<file path="config.mk">
export PLATFORM = sky130hd
export DESIGN_NAME = msb_first_bit_packer_crc24q_flat
export DESIGN_NICKNAME = d
export VERILOG_FILES = /design/src/design/msbp_pkg.sv /design/src/design/msbp_if.sv /design/src/design/msbp_crc.sv /design/src/design/msbp_packer.sv /design/src/design/msbp_out_reg.sv /design/src/design/msb_first_bit_packer_crc24q.sv /design/src/flat_wrapper.sv
export VERILOG_INCLUDE_DIRS = /design/src /design/src/design
export SDC_FILE = /design/constraint.sdc
export NUM_CORES = 1
export LEC_CHECK = 0
export BUFFER_PORTS_ARGS = -buffer_cell sky130_fd_sc_hd__buf_2
export CAP_MARGIN = 10
export CORE_UTILIZATION = 35
export CTS_CLUSTER_SIZE = 40
export DETAILED_ROUTE_END_ITERATION = 8
export PLACE_DENSITY = 0.63
export RECOVER_POWER = 25
export SYNTH_ARGS = -nofsm -noshare
export SYNTH_HDL_FRONTEND = slang
export SYNTH_SLANG_ARGS = --single-unit
</file>
<file path="constraint.sdc">
create_clock -name clk_i -period 6.9 [get_ports clk_i]
set_input_delay 0.69 -clock clk_i [delete_from_list [all_inputs] [get_ports clk_i]]
set_output_delay 0.69 -clock clk_i [all_outputs]
set_load 0.01 [all_outputs]
</file>
<file path="src/design/msb_first_bit_packer_crc24q_macros.svh">
// ----------------------------------------------------------------------------
// MSB-first bit packer assertion macros
// Shared concurrent assertion forms, clocked on clk_i, off during reset.
// ----------------------------------------------------------------------------
`ifndef MSB_FIRST_BIT_PACKER_CRC24Q_MACROS_SVH
`define MSB_FIRST_BIT_PACKER_CRC24Q_MACROS_SVH

// same-cycle implication
`define MSBP_ASSERT_SAME(lbl, ante, cons, msg) \
  lbl: assert property (@(posedge clk_i) disable iff (!rst_ni) (ante) |-> (cons)) \
    else $error(msg);

// next-cycle implication
`define MSBP_ASSERT_NEXT(lbl, ante, cons, msg) \
  lbl: assert property (@(posedge clk_i) disable iff (!rst_ni) (ante) |=> (cons)) \
    else $error(msg);

`endif

</file>
<file path="src/design/msbp_pkg.sv">
// ----------------------------------------------------------------------------
// MSB-first bit packer package
// Field widths, mode codes, CRC-24Q constants and shared control types.
// ----------------------------------------------------------------------------
`default_nettype none

package msbp_pkg;

  localparam int MODE_W    = 3;
  localparam int FWIDTH_W  = 7;
  localparam int FVALUE_W  = 64;
  localparam int BYTE_BITS = 8;
  localparam int POS_W     = 3;
  localparam int CRC_BITS  = 24;
  localparam int MAX_FIELD_BITS_DEF = 64;

  localparam logic [CRC_BITS-1:0] CRC_POLY = 24'h864CFB;

  localparam logic [MODE_W-1:0] MODE_UNSIGNED = 3'd0;
  localparam logic [MODE_W-1:0] MODE_SIGNED   = 3'd1;
  localparam logic [MODE_W-1:0] MODE_RAW      = 3'd2;
  localparam logic [MODE_W-1:0] MODE_CRC      = 3'd3;
  localparam logic [MODE_W-1:0] MODE_END      = 3'd4;

  typedef struct packed {
    logic en;
    logic clr;
    logic load;
    logic din;
  } crc_ctl_t;

  typedef struct packed {
    logic en;
    logic clr;
    logic din;
  } pack_ctl_t;

  typedef struct packed {
    logic                 done;
    logic [BYTE_BITS-1:0] data;
    logic [POS_W-1:0]     pos;
  } pack_sts_t;

  typedef struct packed {
    logic [BYTE_BITS-1:0] out_byte;
    logic                 byte_valid;
    logic                 frame_end;
    logic                 last_of_run;
  } res_t;

endpackage

`default_nettype wire

</file>
<file path="src/design/msbp_if.sv">
// ----------------------------------------------------------------------------
// MSB-first bit packer channels
// Valid/ready channels for the field beats and the byte result beats.
// ----------------------------------------------------------------------------
`default_nettype none

interface msbp_in_if;
  logic                          valid;
  logic                          ready;
  logic [msbp_pkg::MODE_W-1:0]   mode;
  logic [msbp_pkg::FWIDTH_W-1:0] field_width;
  logic [msbp_pkg::FVALUE_W-1:0] field_value;

  modport source (output valid, output mode, output field_width, output field_value,
                  input ready);
  modport sink (input valid, input mode, input field_width, input field_value,
                output ready);
endinterface

interface msbp_out_if;
  logic                           valid;
  logic                           ready;
  logic [msbp_pkg::BYTE_BITS-1:0] out_byte;
  logic                           byte_valid;
  logic                           frame_end;
  logic                           last_of_run;

  modport source (output valid, output out_byte, output byte_valid, output frame_end,
                  output last_of_run, input ready);
  modport sink (input valid, input out_byte, input byte_valid, input frame_end,
                input last_of_run, output ready);
endinterface

`default_nettype wire

</file>
<file path="src/design/msbp_crc.sv">
// ----------------------------------------------------------------------------
// Bit-serial CRC-24Q register
// Absorbs one bit per cycle while en is high, MSB first; clear, load and advance controls.
// ----------------------------------------------------------------------------
`default_nettype none

module msbp_crc (
  input  wire logic                          clk_i,
  input  wire logic                          rst_ni,
  input  wire msbp_pkg::crc_ctl_t            ctl_i,
  input  wire logic [msbp_pkg::CRC_BITS-1:0] load_i,
  output logic [msbp_pkg::CRC_BITS-1:0]      crc_o
);

  logic [msbp_pkg::CRC_BITS-1:0] crc_q, crc_d;
  logic                          fb;

  assign fb = crc_q[msbp_pkg::CRC_BITS-1] ^ ctl_i.din;

  always_comb begin
    crc_d = crc_q;
    if (ctl_i.clr) begin
      crc_d = '0;
    end else if (ctl_i.load) begin
      crc_d = load_i;
    end else if (ctl_i.en) begin
      crc_d = {crc_q[msbp_pkg::CRC_BITS-2:0], 1'b0} ^ (fb ? msbp_pkg::CRC_POLY : '0);
    end
  end

  always_ff @(posedge clk_i or negedge rst_ni) begin
    if (!rst_ni) begin
      crc_q <= '0;
    end else begin
      crc_q <= crc_d;
    end
  end

  assign crc_o = crc_q;

endmodule

`default_nettype wire

</file>
<file path="src/design/msbp_packer.sv">
// ----------------------------------------------------------------------------
// Partial byte packer
// Places one bit per cycle while en is high, MSB first, and flags the completed byte.
// ----------------------------------------------------------------------------
`default_nettype none

module msbp_packer (
  input  wire logic                clk_i,
  input  wire logic                rst_ni,
  input  wire msbp_pkg::pack_ctl_t ctl_i,
  output msbp_pkg::pack_sts_t      sts_o
);

  localparam logic [msbp_pkg::POS_W-1:0] PosLast = msbp_pkg::POS_W'(msbp_pkg::BYTE_BITS - 1);

  logic [msbp_pkg::BYTE_BITS-1:0] partial_q, partial_d;
  logic [msbp_pkg::POS_W-1:0]     pos_q, pos_d;
  logic [msbp_pkg::BYTE_BITS-1:0] merged;
  logic                           done;

  always_comb begin
    merged = partial_q;
    merged[PosLast - pos_q] = ctl_i.din;
  end

  assign done = ctl_i.en && (pos_q == PosLast);

  always_comb begin
    partial_d = partial_q;
    pos_d     = pos_q;
    if (ctl_i.clr || done) begin
      partial_d = '0;
      pos_d     = '0;
    end else if (ctl_i.en) begin
      partial_d = merged;
      pos_d     = pos_q + 1'b1;
    end
  end

  always_ff @(posedge clk_i or negedge rst_ni) begin
    if (!rst_ni) begin
      partial_q <= '0;
      pos_q     <= '0;
    end else begin
      partial_q <= partial_d;
      pos_q     <= pos_d;
    end
  end

  assign sts_o = {done, merged, pos_q};

endmodule

`default_nettype wire

</file>
<file path="src/design/msbp_out_reg.sv">
// ----------------------------------------------------------------------------
// Result output register
// Holds one result beat for the sink and reports when a new one may enter.
// ----------------------------------------------------------------------------
`default_nettype none

module msbp_out_reg (
  input  wire logic            clk_i,
  input  wire logic            rst_ni,
  input  wire logic            push_i,
  input  wire msbp_pkg::res_t  res_i,
  output logic                 go_o,
  msbp_out_if.source           out_o
);

  logic           valid_q;
  msbp_pkg::res_t data_q;

  assign go_o = !valid_q || out_o.ready;

  always_ff @(posedge clk_i or negedge rst_ni) begin
    if (!rst_ni) begin
      valid_q <= 1'b0;
    end else if (push_i && go_o) begin
      valid_q <= 1'b1;
    end else if (out_o.ready) begin
      valid_q <= 1'b0;
    end
  end

  always_ff @(posedge clk_i) begin
    if (push_i && go_o) begin
      data_q <= res_i;
    end
  end

  assign out_o.valid       = valid_q;
  assign out_o.out_byte    = data_q.out_byte;
  assign out_o.byte_valid  = data_q.byte_valid;
  assign out_o.frame_end   = data_q.frame_end;
  assign out_o.last_of_run = data_q.last_of_run;

endmodule

`default_nettype wire

</file>
<file path="src/design/msb_first_bit_packer_crc24q.sv">
// ----------------------------------------------------------------------------
// MSB-first bit packer with CRC-24Q
// Packs 1..MAX_FIELD_BITS bit fields into bytes, with raw bytes, checksum
// and frame end commands.
//
//   channel  dir  handshake     payload
//   in_i     in   valid/ready   mode, field_width, field_value
//   out_o    out  valid/ready   out_byte, byte_valid, frame_end, last_of_run
//
// One bit per cycle through the packer and CRC register while out_o does not
// stall: a field beat shifts field_width bits, a raw byte pads, then shifts 8,
// a checksum runs the pad through a CRC copy, then shifts 24; an end frame
// pads or sends an empty beat. Pad is 8 minus the bit count, none at 0 bits.
// in_i is ready only between beats; the engine holds while out_o stalls, except that the checksum pad runs on.
// Reset clears the partial byte, the bit count and the CRC at once.
// ----------------------------------------------------------------------------
`default_nettype none
`include "msb_first_bit_packer_crc24q_macros.svh"

module msb_first_bit_packer_crc24q #(
  parameter int MAX_FIELD_BITS = msbp_pkg::MAX_FIELD_BITS_DEF
) (
  input  wire logic  clk_i,
  input  wire logic  rst_ni,
  msbp_in_if.sink    in_i,
  msbp_out_if.source out_o
);

  localparam int SrcW = (MAX_FIELD_BITS > msbp_pkg::CRC_BITS) ? MAX_FIELD_BITS
                                                               : msbp_pkg::CRC_BITS;
  localparam int CntW = $clog2(SrcW + 1);
  localparam int IdxW = $clog2(SrcW);

  localparam logic [2:0] ST_IDLE  = 3'd0;
  localparam logic [2:0] ST_PAD   = 3'd1;
  localparam logic [2:0] ST_CRCZ  = 3'd2;
  localparam logic [2:0] ST_SHIFT = 3'd3;
  localparam logic [2:0] ST_EMPTY = 3'd4;

  logic [2:0]                    state_q, state_d;
  logic [CntW-1:0]               cnt_q, cnt_d;
  logic [SrcW-1:0]               src_q, src_d;
  logic [msbp_pkg::MODE_W-1:0]   mode_q, mode_d;

  msbp_pkg::crc_ctl_t            live_ctl, tmp_ctl;
  msbp_pkg::pack_ctl_t           pack_ctl;
  msbp_pkg::pack_sts_t           pack_sts;
  msbp_pkg::res_t                res;
  logic [msbp_pkg::CRC_BITS-1:0] live_crc, tmp_crc;
  logic                          push, go, step, in_accept, is_end;
  logic [CntW-1:0]               w_sat;
  logic [SrcW-1:0]               field_src;
  logic [IdxW-1:0]               idx;

  assign in_i.ready = (state_q == ST_IDLE);
  assign in_accept  = in_i.valid && in_i.ready;
  assign step       = go && (state_q != ST_IDLE);
  assign is_end     = (mode_q == msbp_pkg::MODE_END);
  assign idx        = IdxW'(cnt_q - CntW'(1));

  always_comb begin
    if (32'(in_i.field_width) > 32'(MAX_FIELD_BITS)) begin
      w_sat = CntW'(MAX_FIELD_BITS);
    end else begin
      w_sat = CntW'(in_i.field_width);
    end
  end

  always_comb begin
    field_src = SrcW'(in_i.field_value[MAX_FIELD_BITS-1:0]);
    if (in_i.mode == msbp_pkg::MODE_SIGNED && w_sat != '0) begin
      field_src[IdxW'(w_sat - CntW'(1))] = in_i.field_value[msbp_pkg::FVALUE_W-1];
    end
  end

  always_comb begin
    state_d  = state_q;
    cnt_d    = cnt_q;
    src_d    = src_q;
    mode_d   = mode_q;
    live_ctl = '0;
    tmp_ctl  = '0;
    pack_ctl = '0;
    push     = 1'b0;
    res      = '0;
    case (state_q)
      ST_IDLE: begin
        if (in_accept) begin
          mode_d = in_i.mode;
          case (in_i.mode)
            msbp_pkg::MODE_UNSIGNED, msbp_pkg::MODE_SIGNED: begin
              if (w_sat != '0) begin
                src_d   = field_src;
                cnt_d   = w_sat;
                state_d = ST_SHIFT;
              end
            end
            msbp_pkg::MODE_RAW: begin
              src_d   = SrcW'(in_i.field_value[msbp_pkg::BYTE_BITS-1:0]);
              cnt_d   = CntW'(msbp_pkg::BYTE_BITS);
              state_d = (pack_sts.pos != '0) ? ST_PAD : ST_SHIFT;
            end
            msbp_pkg::MODE_CRC: begin
              tmp_ctl.load = 1'b1;
              cnt_d   = (pack_sts.pos == '0) ? '0
                        : CntW'(msbp_pkg::BYTE_BITS) - CntW'(pack_sts.pos);
              state_d = ST_CRCZ;
            end
            msbp_pkg::MODE_END: begin
              state_d = (pack_sts.pos != '0) ? ST_PAD : ST_EMPTY;
            end
            default: ;
          endcase
        end
      end
      ST_PAD: begin
        if (go) begin
          pack_ctl.en = 1'b1;
          live_ctl.en = 1'b1;
          if (pack_sts.done) begin
            push            = 1'b1;
            res.out_byte    = pack_sts.data;
            res.byte_valid  = 1'b1;
            res.frame_end   = is_end;
            res.last_of_run = is_end;
            live_ctl.clr    = is_end;
            state_d         = is_end ? ST_IDLE : ST_SHIFT;
          end
        end
      end
      ST_CRCZ: begin
        if (cnt_q == '0) begin
          src_d   = SrcW'(tmp_crc);
          cnt_d   = CntW'(msbp_pkg::CRC_BITS);
          state_d = ST_SHIFT;
        end else begin
          tmp_ctl.en = 1'b1;
          cnt_d      = cnt_q - CntW'(1);
        end
      end
      ST_SHIFT: begin
        if (go) begin
          pack_ctl.en  = 1'b1;
          pack_ctl.din = src_q[idx];
          live_ctl.en  = 1'b1;
          live_ctl.din = src_q[idx];
          if (pack_sts.done) begin
            push            = 1'b1;
            res.out_byte    = pack_sts.data;
            res.byte_valid  = 1'b1;
            res.last_of_run = (cnt_q <= CntW'(msbp_pkg::BYTE_BITS));
          end
          cnt_d = cnt_q - CntW'(1);
          if (cnt_q == CntW'(1)) begin
            state_d = ST_IDLE;
          end
        end
      end
      ST_EMPTY: begin
        if (go) begin
          push            = 1'b1;
          res.frame_end   = 1'b1;
          res.last_of_run = 1'b1;
          pack_ctl.clr    = 1'b1;
          live_ctl.clr    = 1'b1;
          state_d         = ST_IDLE;
        end
      end
      default: begin
        state_d = ST_IDLE;
      end
    endcase
  end

  always_ff @(posedge clk_i or negedge rst_ni) begin
    if (!rst_ni) begin
      state_q <= ST_IDLE;
      cnt_q   <= '0;
      mode_q  <= msbp_pkg::MODE_UNSIGNED;
    end else begin
      state_q <= state_d;
      cnt_q   <= cnt_d;
      mode_q  <= mode_d;
    end
  end

  always_ff @(posedge clk_i) begin
    src_q <= src_d;
  end

  msbp_packer u_packer (
    .clk_i  (clk_i),
    .rst_ni (rst_ni),
    .ctl_i  (pack_ctl),
    .sts_o  (pack_sts)
  );

  msbp_crc u_live_crc (
    .clk_i  (clk_i),
    .rst_ni (rst_ni),
    .ctl_i  (live_ctl),
    .load_i ('0),
    .crc_o  (live_crc)
  );

  msbp_crc u_tmp_crc (
    .clk_i  (clk_i),
    .rst_ni (rst_ni),
    .ctl_i  (tmp_ctl),
    .load_i (live_crc),
    .crc_o  (tmp_crc)
  );

  msbp_out_reg u_out_reg (
    .clk_i  (clk_i),
    .rst_ni (rst_ni),
    .push_i (push),
    .res_i  (res),
    .go_o   (go),
    .out_o  (out_o)
  );

  `MSBP_ASSERT_SAME(a_end_is_last, push && res.frame_end, res.last_of_run, "frame end not last")
  `MSBP_ASSERT_SAME(a_empty_only_end, push && !res.byte_valid, res.frame_end, "empty beat mid frame")
  `MSBP_ASSERT_NEXT(a_end_clears, push && res.frame_end, live_crc == '0 && pack_sts.pos == '0, "state kept after frame end")
  `MSBP_ASSERT_NEXT(a_bad_mode_idle, in_accept && in_i.mode > msbp_pkg::MODE_END, state_q == ST_IDLE, "unknown mode started work")
  `MSBP_ASSERT_SAME(a_hold_on_stall, out_o.valid && !out_o.ready, !step && !push, "engine advanced on stall")

endmodule

`default_nettype wire

</file>
<file path="src/flat_wrapper.sv">
// flat-port wrapper written by rule: the top's interface ports become plain ports
module msb_first_bit_packer_crc24q_flat 
#(
  parameter int MAX_FIELD_BITS = msbp_pkg::MAX_FIELD_BITS_DEF
)
  (clk_i, rst_ni, in_i_valid, in_i_mode, in_i_field_width, in_i_field_value, in_i_ready, out_o_valid, out_o_out_byte, out_o_byte_valid, out_o_frame_end, out_o_last_of_run, out_o_ready);
  msbp_in_if in_i_i ();
  msbp_out_if out_o_i ();
  input  wire logic clk_i;
  input  wire logic rst_ni;
  input wire logic [$bits(in_i_i.valid)-1:0] in_i_valid;
  input wire logic [$bits(in_i_i.mode)-1:0] in_i_mode;
  input wire logic [$bits(in_i_i.field_width)-1:0] in_i_field_width;
  input wire logic [$bits(in_i_i.field_value)-1:0] in_i_field_value;
  output wire logic [$bits(in_i_i.ready)-1:0] in_i_ready;
  output wire logic [$bits(out_o_i.valid)-1:0] out_o_valid;
  output wire logic [$bits(out_o_i.out_byte)-1:0] out_o_out_byte;
  output wire logic [$bits(out_o_i.byte_valid)-1:0] out_o_byte_valid;
  output wire logic [$bits(out_o_i.frame_end)-1:0] out_o_frame_end;
  output wire logic [$bits(out_o_i.last_of_run)-1:0] out_o_last_of_run;
  input wire logic [$bits(out_o_i.ready)-1:0] out_o_ready;
  assign in_i_i.valid = in_i_valid;
  assign in_i_i.mode = in_i_mode;
  assign in_i_i.field_width = in_i_field_width;
  assign in_i_i.field_value = in_i_field_value;
  assign in_i_ready = in_i_i.ready;
  assign out_o_valid = out_o_i.valid;
  assign out_o_out_byte = out_o_i.out_byte;
  assign out_o_byte_valid = out_o_i.byte_valid;
  assign out_o_frame_end = out_o_i.frame_end;
  assign out_o_last_of_run = out_o_i.last_of_run;
  assign out_o_i.ready = out_o_ready;
  msb_first_bit_packer_crc24q #(.MAX_FIELD_BITS(MAX_FIELD_BITS)) u_core (.clk_i(clk_i), .rst_ni(rst_ni), .in_i(in_i_i), .out_o(out_o_i));
endmodule
</file>
==> metrics.csv <==
stage,metric,value,unit
status,status,"finished, violations left",
status,violations,"max-capacitance violations, max-slew violations",
grt,antenna_found_initial,0,
synth,async_flop_share,0.4932,
grt,grt_pass1_wl,36.53,mm
worst_setup_path,max_stage_delay,1090,ps
timing,finalSetupViolCount,0,
cts,cts_tree,done,
routing,postRouteWirelength,23.33,mm
worst_setup_path,end_kind,flip-flop,
cts,root_buffer,clkbuf_16,
final_layout,drive_gt1_frac,0.1693,
worst_setup_path,worstPathMaxFanout,25,
power,ir_drop,0.2213,mV
worst_setup_path,worstReg2RegEnd,u_core.u_packer.partial_q[4]$_DFFE_PN0P_,
cts,htreeDepth,4,
timing,hold_violations,0,
worst_setup_path,regToRegSetupSlack,2360,ps
synth,ys.flop_type,edfxtp_1,
final_layout,layout_commonest_cell,nand2_1,
synth,ys_ff_latch,148,
floorplan,die-width,160.2,microns
worst_setup_path,cp.required,7230,ps
worst_setup_path,worst-path-buf-inv,1,
power,power_leakage,3.859,nW
min_path,hp-class,reg2reg,
cts,numCtsBuffers,17,
floorplan,chipHeight,160.2,microns
floorplan,start_util,0.3583,
timing,fin_skew,8.825,ps
grt,grt_max_degree,74,
routing,drc_errors,0,
cts,cts_resized,0,
final_layout,num_antenna_cells,0,
power,power_density,429.0,nW/um^2
floorplan,die_area,25680,sq um
routing,routedWlPerCell,18.56,microns
synth,synth_edf_count,75,
timing,period_share,0.6584,
timing,tightest_slew,4079,ps
worst_setup_path,worstSetupPathType,reg2reg,
synth,syn-instance-count,864,
grt,grt_pass1_vias,6473,
worst_setup_path,start_kind,flip-flop,
timing,rsz0062_at_grt,false,
place,dp_hpwl,16.37,mm
synth,synth_top_area_frac,0.2570,
floorplan,io_pins,91,
routing,dr_total_vias,6832,
grt,grt_usage,0.1843,
cts,cts_setup_buffers,0,
timing,min_period,4543,ps
timing,finalSetupTns,0,ps
synth,syn-cell-area,8765,sq um
final_layout,syn_to_final_growth,13.50,%
synth,yosysWarnings,0,
floorplan,core,24460,sq um
routing,vias_per_cell,5.435,
routing,dr.pass1.iters,5,
final_layout,nFillCells,2356,
timing,fmax,220.1,MHz
synth,yosysSeqAreaShare,0.4654,
final_layout,fin_nets,1006,
place,dpl.cell_count,1225,
flow_run,cap_violations,1,
final_layout,final_cells,1257,
worst_setup_path,path_cells,inv_1 > ha_1 > mux4_2 > mux2i_1 > and3_1 > o41a_1 > nor3_4 > nand2_2 > o31ai_1,
synth,synthesis.nets,950,
worst_setup_path,cpLargestDelayFamily,simple AND/OR/NAND/NOR gates,
synth,synth_area_leaders,"edfxtp_1, dfrtp_1, mux2i_1",
grt,grt.overflow.total,0,
final_layout,final_cell_mix,"nand2_1, nor2_1, buf_2",
min_path,min_path_cells,2,
min_path,hold_start,u_core.mode_q[1]$_DFFE_PN0P_,
cts,clk_latency,430,ps
place,portBuffers,90,
cts,clockBufferDepth,2,
place,gp_congestion,0.8259,
worst_setup_path,crit_arrival,4870,ps
cts,clock-sinks,148,
worst_setup_path,cpMaxStageDelayCell,dfrtp_1,
synth,synth_top_cell_by_area,edfxtp_1,
routing,drtAntennaViolNets,0,
worst_setup_path,reg2reg_from,u_core.cnt_q[0]$_DFFE_PN0P_,
worst_setup_path,cp.depth,9,
routing,dr.first_iter.drc_count,555,
cts,clk_pin_slew,60,ps
synth,ys_types,70,
min_path,holdPathEnd,u_core.mode_q[1]$_DFFE_PN0P_,
worst_setup_path,ff2ff_path_depth,9,
timing,max-slew-margin-rel,-1.719,
cts,holdBufCountCts,0,
floorplan,num_rows,57,
synth,avgSynthCellArea,10.14,sq um
timing,slew_violations,74,
## worst max path at each step
stage	start	to	slack, ps
floorplan	in_i_field_width[6]	u_core.src_q[0]$_DFFE_PP_	2330
global placement	u_core.cnt_q[0]$_DFFE_PN0P_	u_core.u_packer.partial_q[1]$_DFFE_PN0P_	2440
detailed placement	u_core.cnt_q[0]$_DFFE_PN0P_	u_core.u_packer.partial_q[4]$_DFFE_PN0P_	2220
CTS	u_core.cnt_q[0]$_DFFE_PN0P_	u_core.u_packer.partial_q[4]$_DFFE_PN0P_	2240
global route	u_core.cnt_q[0]$_DFFE_PN0P_	u_core.u_packer.partial_q[1]$_DFFE_PN0P_	1940
finish	u_core.cnt_q[0]$_DFFE_PN0P_	u_core.u_packer.partial_q[4]$_DFFE_PN0P_	2360
## through the flow
step	area, sq um	utilization	hold WS, ps	total power, mW	worst slack [ps]
final	9948	0.4067	488.8	4.268	2357
after global routing	9948	0.4067	522.9	4.542	1936
after CTS	9956	0.4070	490.2	4.294	2236
after detailed placement	9379	0.3834	476.7	3.361	2216
after global placement	9379	0.3834	467.7	3.329	2442
after floorplan	8772	-	394.4	2.997	2328
## area by class of cell
| class | count | area, sq um | share of cell area |
|---|---|---|---|
| Tap cell | 324 | 405.4 | 0.04075 |
| Timing Repair Buffer | 97 | 495.5 | 0.04981 |
| Inverter | 18 | 67.56 | 0.006792 |
| Sequential cell | 148 | 4079 | 0.4100 |
| Clock buffer | 20 | 446.7 | 0.04490 |
| Clock inverter | 12 | 130.1 | 0.01308 |
| Multi-Input combinational cell | 638 | 4324 | 0.4347 |
## worst register-to-register path, stage by stage, from the launching register on
cell and delay (ps):
dfrtp_1 1090, inv_1 110, ha_1 800, mux4_2 340, mux2i_1 70, and3_1 190, o41a_1 450, nor3_4 880
nand2_2 250, o31ai_1 280
## flip-flops by register name (all words and copies together) (netlist names), 7 cells and up
name / cells
u_core.cnt_q: 7
u_core.src_q: 64
u_core.u_live_crc.crc_o: 24
u_core.u_out_reg.out_o.out_byte: 8
u_core.u_packer.partial_q: 8
u_core.u_tmp_crc.crc_o: 24
## where the power goes
part	leakage, nW	switching (mW)	total [mW]	internal [mW]
Clock	0.268	0.378	0.919	0.541
Sequential	1.59	0.326	1.56	1.24
Combinational	2.00	0.931	1.79	0.857
## per-layer routing
layer	wire, microns	vias to the layer above	GRT usage
li1	-	3254	-
met4	452	0	0.06320
met5	0	-	0
met2	10670	217	0.2816
met1	11140	3333	0.2649
met3	1061	28	0.02831
## cell families (layout without fill, tap and decap cells)
| kind of cell | count (synthesis) | after routing | synth area share |
|---|---|---|---|
| AND/OR/NAND/NOR | 328 | 328 | 0.1733 |
| adder cells (fa/ha/maj) | 8 | 8 | 0.01142 |
| multiplexers | 72 | 72 | 0.1101 |
| buffers and inverters | 78 | 147 | 0.04497 |
| flip-flops | 148 | 148 | 0.4654 |
| AO/OA/AOI/OAI | 198 | 198 | 0.1426 |
| XOR/XNOR | 32 | 32 | 0.05225 |
## synth_stat cells (4+ instances only)
library cell / instances
nor3_1: 12
nand3_1: 25
dfrtp_1: 73
mux2i_1: 48
and3_1: 5
a21oi_1: 50
a221o_1: 12
xnor3_1: 11
o21ai_0: 68
a22o_1: 15
nor4_1: 4
o31ai_1: 5
buf_4: 6
buf_2: 6
xnor2_1: 16
mux4_1: 6
nand2b_1: 8
mux4_2: 11
inv_1: 17
edfxtp_1: 75
or3_1: 22
ha_1: 8
mux2_2: 7
nor2b_1: 5
nor2_1: 100
clkbuf_1: 39
o21ai_1: 8
and2_1: 8
o22ai_1: 15
nand2_1: 119
Note: power is estimated with default switching activity, not from simulation.
